### config.mk
export PLATFORM = sky130hd
export DESIGN_NAME = command_ring_reserve_commit_top
export DESIGN_NICKNAME = d
export VERILOG_FILES = /design/src/hw/rtl/crrc_pkg.sv /design/src/hw/rtl/crrc_step.sv /design/src/hw/rtl/command_ring_reserve_commit_top.sv
export SDC_FILE = /design/constraint.sdc
export NUM_CORES = 1
export LEC_CHECK = 0
export ABC_CLOCK_PERIOD_IN_PS = 18030
export CAP_MARGIN = 10
export CORE_ASPECT_RATIO = 1.2
export CORE_MARGIN = 5
export CORE_UTILIZATION = 39
export DETAILED_ROUTE_END_ITERATION = 8
export DONT_BUFFER_PORTS = 1
export HOLD_SLACK_MARGIN = 0.1
export PLACE_DENSITY = 0.64
export SYNTH_ARGS = -nofsm -noshare
export SYNTH_HDL_FRONTEND = slang
export SYNTH_SLANG_ARGS = --single-unit
### constraint.sdc
create_clock -name clk -period 18.03 [get_ports clk]
set_clock_uncertainty 0.05 [all_clocks]
set_input_delay 0.9015 -clock clk [delete_from_list [all_inputs] [get_ports clk]]
set_output_delay 0.9015 -clock clk [all_outputs]
set_load 0.005 [all_outputs]
### src/hw/rtl/crrc_pkg.sv
package crrc_pkg;

    // Width of byte offsets and counts on every port and in the state
    localparam int OFFSET_BITS = 20;
    localparam int WORD_BYTES  = 4;
    localparam int WORD_SHIFT  = 2;
    localparam int STATUS_BITS = 4;
    localparam int CMD_BITS    = 2;
    localparam int CFG_IDX_BITS = 2;

    typedef logic [OFFSET_BITS-1:0] offset_t;

    typedef enum logic [CMD_BITS-1:0] {
        CMD_INIT       = 2'd0,
        CMD_RESERVE    = 2'd1,
        CMD_COMMIT     = 2'd2,
        CMD_COMMIT_ALL = 2'd3
    } cmd_t;

    typedef enum logic [STATUS_BITS-1:0] {
        ST_IN_PLACE   = 4'd0,
        ST_BOUNCE     = 4'd1,
        ST_FULL       = 4'd2,
        ST_TOO_LARGE  = 4'd3,
        ST_MISALIGNED = 4'd4,
        ST_PENDING    = 4'd5,
        ST_COMMITTED  = 4'd6,
        ST_NO_RESERVE = 4'd7,
        ST_INIT_DONE  = 4'd8
    } status_t;

    typedef enum logic [CFG_IDX_BITS-1:0] {
        CFG_RING_MIN        = 2'd0,
        CFG_RING_MAX        = 2'd1,
        CFG_RESERVE_CAPABLE = 2'd2,
        CFG_BOUNCE_BYTES    = 2'd3
    } cfg_idx_t;

    typedef struct packed {
        offset_t ring_min;
        offset_t ring_max;
        logic    reserve_capable;
        offset_t bounce_bytes;
    } crrc_cfg_t;

    typedef struct packed {
        offset_t write_pointer;
        offset_t pending_bytes;
        logic    bounce_in_use;
    } crrc_state_t;

    typedef struct packed {
        status_t status;
        offset_t write_offset;
        offset_t next_offset;
        offset_t reserve_announce;
        offset_t first_chunk_bytes;
    } crrc_result_t;

endpackage

### src/hw/rtl/crrc_step.sv
module crrc_step
    import crrc_pkg::*;
(
    input  crrc_cfg_t    cfg,
    input  crrc_state_t  state,
    input  cmd_t         cmd,
    input  offset_t      byte_count,
    input  offset_t      stop_offset,
    output crrc_state_t  state_next,
    output crrc_result_t result
);

    offset_t                nx;
    offset_t                mn;
    offset_t                mx;
    offset_t                span;
    offset_t                cbytes;
    offset_t                room;
    offset_t                wrapped;
    logic [OFFSET_BITS:0]   sum_res;
    logic [OFFSET_BITS:0]   sum_com;
    logic [OFFSET_BITS+1:0] lhs_wrap;
    logic [OFFSET_BITS+1:0] rhs_wrap;
    logic                   in_place;
    logic                   bounce;
    logic                   too_large;
    logic                   misaligned;

    assign nx = state.write_pointer;
    assign mn = cfg.ring_min;
    assign mx = cfg.ring_max;

    // Reserve: size checks against bounce buffer and ring span
    assign span       = (mx >= mn) ? (mx - mn) : '0;
    assign too_large  = (byte_count > cfg.bounce_bytes) || (byte_count > span);
    assign misaligned = (byte_count[WORD_SHIFT-1:0] != '0);

    // Reserve: room before the consumer stop point, in place or across the wrap
    assign sum_res  = {1'b0, nx} + {1'b0, byte_count};
    assign lhs_wrap = {2'b00, mx} + {2'b00, stop_offset};
    assign rhs_wrap = {2'b00, nx} + {2'b00, mn} + {2'b00, byte_count};

    always_comb
    begin
        in_place = 1'b0;
        bounce   = 1'b0;
        if (nx >= stop_offset)
        begin
            if ((sum_res < {1'b0, mx}) || ((sum_res == {1'b0, mx}) && (stop_offset > mn)))
                in_place = 1'b1;
            else if (lhs_wrap > rhs_wrap)
                bounce = 1'b1;
        end
        else if (sum_res < {1'b0, stop_offset})
        begin
            in_place = 1'b1;
        end
    end

    // Commit: advance with a single wrap, first chunk up to ring end
    assign cbytes  = (cmd == CMD_COMMIT_ALL) ? state.pending_bytes : byte_count;
    assign sum_com = {1'b0, nx} + {1'b0, cbytes};
    assign wrapped = (sum_com >= {1'b0, mx}) ? (sum_com[OFFSET_BITS-1:0] + mn - mx)
                                             : sum_com[OFFSET_BITS-1:0];
    assign room    = (mx > nx) ? (mx - nx) : '0;

    always_comb
    begin
        state_next               = state;
        result.status            = ST_FULL;
        result.write_offset      = '0;
        result.next_offset       = nx;
        result.reserve_announce  = '0;
        result.first_chunk_bytes = '0;
        unique case (cmd)
            CMD_INIT:
            begin
                state_next.write_pointer = mn;
                state_next.pending_bytes = '0;
                state_next.bounce_in_use = 1'b0;
                result.status            = ST_INIT_DONE;
                result.write_offset      = mn;
                result.next_offset       = mn;
            end
            CMD_RESERVE:
            begin
                if (too_large)
                    result.status = ST_TOO_LARGE;
                else if (misaligned)
                    result.status = ST_MISALIGNED;
                else if (state.pending_bytes != '0)
                    result.status = ST_PENDING;
                else if (in_place && (cfg.reserve_capable ||
                         (byte_count <= offset_t'(WORD_BYTES))))
                begin
                    state_next.bounce_in_use = 1'b0;
                    state_next.pending_bytes = byte_count;
                    result.status            = ST_IN_PLACE;
                    result.write_offset      = nx;
                    result.reserve_announce  = cfg.reserve_capable ? byte_count : '0;
                end
                else if (in_place || bounce)
                begin
                    state_next.bounce_in_use = 1'b1;
                    state_next.pending_bytes = byte_count;
                    result.status            = ST_BOUNCE;
                end
                else
                begin
                    result.status = ST_FULL;
                end
            end
            CMD_COMMIT, CMD_COMMIT_ALL:
            begin
                result.write_offset = nx;
                if (state.pending_bytes == '0)
                begin
                    result.status = ST_NO_RESERVE;
                end
                else
                begin
                    state_next.pending_bytes = '0;
                    state_next.write_pointer = wrapped;
                    result.status            = ST_COMMITTED;
                    result.next_offset       = wrapped;
                    if (state.bounce_in_use)
                    begin
                        result.first_chunk_bytes = (cbytes < room) ? cbytes : room;
                        result.reserve_announce  = cfg.reserve_capable ? cbytes : '0;
                    end
                end
            end
            default:
            begin
                result.status = ST_FULL;
            end
        endcase
    end

endmodule

### src/hw/rtl/command_ring_reserve_commit_top.sv
// Channel   Handshake                    Payload
// item      item_valid / item_ready      cmd, byte_count, stop_offset
// result    result_valid / result_ready  status, write_offset, next_offset,
//                                        reserve_announce, first_chunk_bytes
// cfg       cfg_valid / cfg_ready        cfg_index, cfg_data
//
// One word per cycle while item_ready is high: a command is decoded and the
// ring state updated in the cycle it is accepted; its result is registered in
// the output register, or the skid entry if that is full. A two-entry output queue
// (output register plus skid) decouples the sides; item_ready drops only while
// both entries hold undelivered results. Reset clears the pointer, reservation
// and bounce flag and loads the register defaults; cfg_ready is always high.
module command_ring_reserve_commit_top
    import crrc_pkg::*;
(
    input  logic                    clk,
    input  logic                    rst_n,

    input  logic                    item_valid,
    output logic                    item_ready,
    input  logic [CMD_BITS-1:0]     cmd,
    input  logic [OFFSET_BITS-1:0]  byte_count,
    input  logic [OFFSET_BITS-1:0]  stop_offset,

    output logic                    result_valid,
    input  logic                    result_ready,
    output logic [STATUS_BITS-1:0]  status,
    output logic [OFFSET_BITS-1:0]  write_offset,
    output logic [OFFSET_BITS-1:0]  next_offset,
    output logic [OFFSET_BITS-1:0]  reserve_announce,
    output logic [OFFSET_BITS-1:0]  first_chunk_bytes,

    input  logic                    cfg_valid,
    output logic                    cfg_ready,
    input  logic [CFG_IDX_BITS-1:0] cfg_index,
    input  logic [OFFSET_BITS-1:0]  cfg_data
);

    crrc_cfg_t    cfg_reg;
    crrc_state_t  state_reg;
    crrc_state_t  state_next;
    crrc_result_t step_result;
    crrc_result_t main_reg;
    crrc_result_t skid_reg;
    logic         main_valid_reg;
    logic         skid_valid_reg;
    logic         accept;
    logic         take;

    assign cfg_ready  = 1'b1;
    assign item_ready = !skid_valid_reg;
    assign accept     = item_valid && item_ready;
    assign take       = main_valid_reg && result_ready;

    // Write configuration registers
    always_ff @(posedge clk or negedge rst_n)
    begin
        if (!rst_n)
        begin
            cfg_reg.ring_min        <= '0;
            cfg_reg.ring_max        <= '1;
            cfg_reg.reserve_capable <= 1'b0;
            cfg_reg.bounce_bytes    <= offset_t'(1024);
        end
        else if (cfg_valid)
        begin
            unique case (cfg_idx_t'(cfg_index))
                CFG_RING_MIN:        cfg_reg.ring_min        <= cfg_data;
                CFG_RING_MAX:        cfg_reg.ring_max        <= cfg_data;
                CFG_RESERVE_CAPABLE: cfg_reg.reserve_capable <= cfg_data[0];
                CFG_BOUNCE_BYTES:    cfg_reg.bounce_bytes    <= cfg_data;
                default:             cfg_reg                 <= cfg_reg;
            endcase
        end
    end

    crrc_step u_step
    (
        .cfg         (cfg_reg),
        .state       (state_reg),
        .cmd         (cmd_t'(cmd)),
        .byte_count  (byte_count),
        .stop_offset (stop_offset),
        .state_next  (state_next),
        .result      (step_result)
    );

    // Advance ring state on each accepted word
    always_ff @(posedge clk or negedge rst_n)
    begin
        if (!rst_n)
            state_reg <= '0;
        else if (accept)
            state_reg <= state_next;
    end

    // Hold results in the output register and skid entry
    always_ff @(posedge clk or negedge rst_n)
    begin
        if (!rst_n)
        begin
            main_valid_reg <= 1'b0;
            skid_valid_reg <= 1'b0;
        end
        else if (take)
        begin
            if (skid_valid_reg)
            begin
                skid_valid_reg <= 1'b0;
            end
            else if (!accept)
            begin
                main_valid_reg <= 1'b0;
            end
        end
        else if (accept)
        begin
            if (!main_valid_reg)
                main_valid_reg <= 1'b1;
            else
                skid_valid_reg <= 1'b1;
        end
    end

    always_ff @(posedge clk)
    begin
        if (take)
        begin
            if (skid_valid_reg)
                main_reg <= skid_reg;
            else if (accept)
                main_reg <= step_result;
        end
        else if (accept)
        begin
            if (!main_valid_reg)
                main_reg <= step_result;
            else
                skid_reg <= step_result;
        end
    end

    assign result_valid      = main_valid_reg;
    assign status            = main_reg.status;
    assign write_offset      = main_reg.write_offset;
    assign next_offset       = main_reg.next_offset;
    assign reserve_announce  = main_reg.reserve_announce;
    assign first_chunk_bytes = main_reg.first_chunk_bytes;

endmodule

==> flow_summary.yaml <==
cts:
  clock_path_buffers: 3
  clk_latency_ns: 0.57
  post_cts_buffers: 0
  cts_tree: "done"
  root_buffer: "clkbuf_16"
  cts_resized: 0
  cts_buffers: 34
  clk_pin_slew_ns: 0.06
  holdBufCountCts: 1
  htreeDepth: 2
  clock_sinks: 272
setup_path:
  required_ns: 18.33
  startpoint_type: "register"
  r2r_start: "cfg_reg[23]$_DFFE_PN1P_"
  crit_chain: "inv_1 -> ha_1 -> a21o_1 -> a21oi_1 -> o21bai_1 -> a2111oi_0 -> buf_1 -> nor3_1 -> a2111oi_0 -> o21ai_0 -> a21o_1 -> nand2_1 -> ha_1 -> a21o_1 -> a21o_1 -> a2111oi_0 -> o21ai_0 -> a211oi_1 -> o22a_1 -> and3_1 -> nand3_1 -> a41oi_1"
  cp.arrival_ns: 9.04
  cp_slowest_stage_delay_ns: 1.11
  critical_path_class: "reg2reg"
  worst_setup_path_end_kind: "register"
  cp-startpoint: "cfg_reg[23]$_DFFE_PN1P_"
  path_max_fanout: 20
  slowest_stage: "nand3_1"
  crit_top_cell: "a21o_1"
synthesis:
  synthAdderAreaFrac_pct: 20.3
  synthTopCellsByArea: "edfxtp_1, ha_1, dfrtp_1, nand2_1, mux2_2"
  syn_avg_cell_area_um2: 9.25
  syn_inst: 2677
  yosysTopAreaCellShare_pct: 20.4
  synth_top_family_by_area: "compound AO/OA/AOI/OAI gates"
  synth_most_common_cell: "ha_1"
  synthSimpleGateAreaFrac_pct: 14.0
  synth_fp_nets: 3132
  yosysWarnings: 0
  yosys.cell_types.count: 82
  yosysSeqAreaShare_pct: 31.0
  syn-cell-area_um2: 24800
  synthTopCellsByCount: "ha_1, nand2_1, o21ai_0"
  synthFlopType: "edfxtp_1"
  async_reset_ff_share_pct: 38.2
  synth-seq-cells: 272
  synthMuxAreaShare_pct: 5.79
  synth_edf_count: 168
  synthXorXnorAreaFrac_pct: 4.17
  synth_top_area_cell: "edfxtp_1"
  synth_compound_area_share_pct: 20.7
routing:
  num_vias: 21800
  drt-initial-drc-count: 2024
  ant_nets: 0
  via_per_inst: 6.21
  first_pass_iters: 6
  drc: 0
  wl_mm: 92.5
  avgRoutedWirePerCell_um: 26.4
floorplanning:
  die_w_um: 240
  initial_core_util_pct: 39.2
  dieArea_um2: 68700
  core_area_um2: 63200
  rows: 101
  die_h_um: 286
  io_pins: 156
finish:
  nFillCells: 6185
  fin_cells: 3507
  finalNetCount: 3112
  final_layout_size_suffix_gt1_share_pct: 8.42
  area_delta_synth_final_pct: 8.41
  largest_reg_flops: 84
  antenna_cells: 0
timing:
  fmax_mhz: 115
  fin_crit_ns: 8.73
  hold_ws_ns: 0.135
  finalSetupViolations: 0
  tns_ns: 0
  drv_slew: 0
  tightest_slew_ns: 1.26
  slew_headroom_pct: 15.6
  hold_violations: 0
  timing.final.crit_share_pct: 48.4
  rsz0062_at_grt: "false"
job:
  cap_violations: 0
global_routing:
  grt_overflow: 0
  grt.total_usage_pct: 26.2
  grt_pass1_vias: 22100
  grt_max_degree: 85
  antenna_found_initial: 0
  grt_pass1_wl_mm: 137
pwr:
  powerDensity_nw_per_um2: 227
  p_leak_uw: 0.0117
  ir_drop_mv: 0.0979
placed_design:
  gp_congestion: 0.974
  port_buffers: 0
  hpwl_mm: 73.2
  dp.cells: 3444
run_status:
  outcome: "complete, no violations"
hold_path:
  hold_class: "in2async"
[final timing paths]
check | end | slack (ns) | cells past startpoint
min in group clk | skid_valid_reg$_DFFE_PN0P_ | 0.41 | 1
max in group asynchronous | cfg_reg[17]$_DFFE_PN0P_ | 17.19 | 1
worst min-delay path | cfg_reg[23]$_DFFE_PN1P_ | 0.14 | 0
worst min register to register | cfg_reg[3]$_DFFE_PN0P_ | 0.45 | 1
worst max register to register | write_offset[0]$_DFFE_PP_ | 9.30 | 22
worst max-delay path | write_offset[0]$_DFFE_PP_ | 9.30 | 22
[worst max-delay path, delay by kind of cell, from the launching register on]
family                   cells  cell delay, ns
adder cells (fa/ha/maj)      2            0.66
AO/OA/AOI/OAI               14            4.49
AND/OR/NAND/NOR              4            2.23
flip-flops                   1            0.64
buffers and inverters        2            0.43
[power by group]
| group | switching, µW | internal, µW |
|---|---|---|
| clock network | 308 | 409 |
| registers | 183 | 884 |
| logic | 2620 | 1700 |
| total | 3110 | 2990 |
[cells by family after synthesis]
| logic type | count (synthesis) |
|---|---|
| AO/OA/AOI/OAI | 776 |
| XOR/XNOR | 118 |
| adder cells (fa/ha/maj) | 386 |
| buffers and inverters | 258 |
| flip-flops | 272 |
| multiplexers | 131 |
| other | 1 |
| AND/OR/NAND/NOR | 735 |
[placed cells by master, fill, tap and decap left out, types with 37 or more instances in the layout]
cell type  Yosys  final
dfrtp_1       83     83
nand3_1       53     52
o21ai_0      184    184
o21a_1        43     43
a211oi_1      40     40
mux2_2        83     83
nor2_1       173    171
inv_1        177    177
xnor2_1       81     81
mux2i_1       44     44
xor2_1        37     37
a21o_1        80     80
edfxtp_1     168    168
nand4_1       56     56
ha_1         360    360
a21oi_1      165    165
nand2_1      251    250
[area by class of cell]
| type | count | area (µm²) | area share, % |
|---|---|---|---|
| multi-input cells | 2147 | 16100 | 60.1 |
| flip-flops and latches | 272 | 7670 | 28.6 |
| well taps | 824 | 1030 | 3.84 |
| clock buffers | 40 | 903 | 3.36 |
| inverters | 177 | 664 | 2.47 |
| clock inverters | 22 | 250 | 0.932 |
| repair buffers | 25 | 204 | 0.759 |
[metal layers]
metal | track usage (%) | routed length, µm | vias to the layer above
li1 | - | - | 9968
met1 | 32.1 | 36800 | 10700
met2 | 44.7 | 44000 | 867
met3 | 4.40 | 6280 | 227
met4 | 12.2 | 5390 | 0
met5 | 0 | 0 | -
[per-stage QoR]
step	total power [µW]	utilization [%]	setup slack [ns]	cell area, µm²
floorplan	4070	-	10.46	24800
global placement	5230	40.6	9.12	25700
detailed placement	5300	40.6	9.57	25700
CTS	6060	42.5	9.52	26900
global route	6570	42.5	8.97	26900
finish	6100	42.5	9.30	26900
Power figures use the tool's default switching activity.
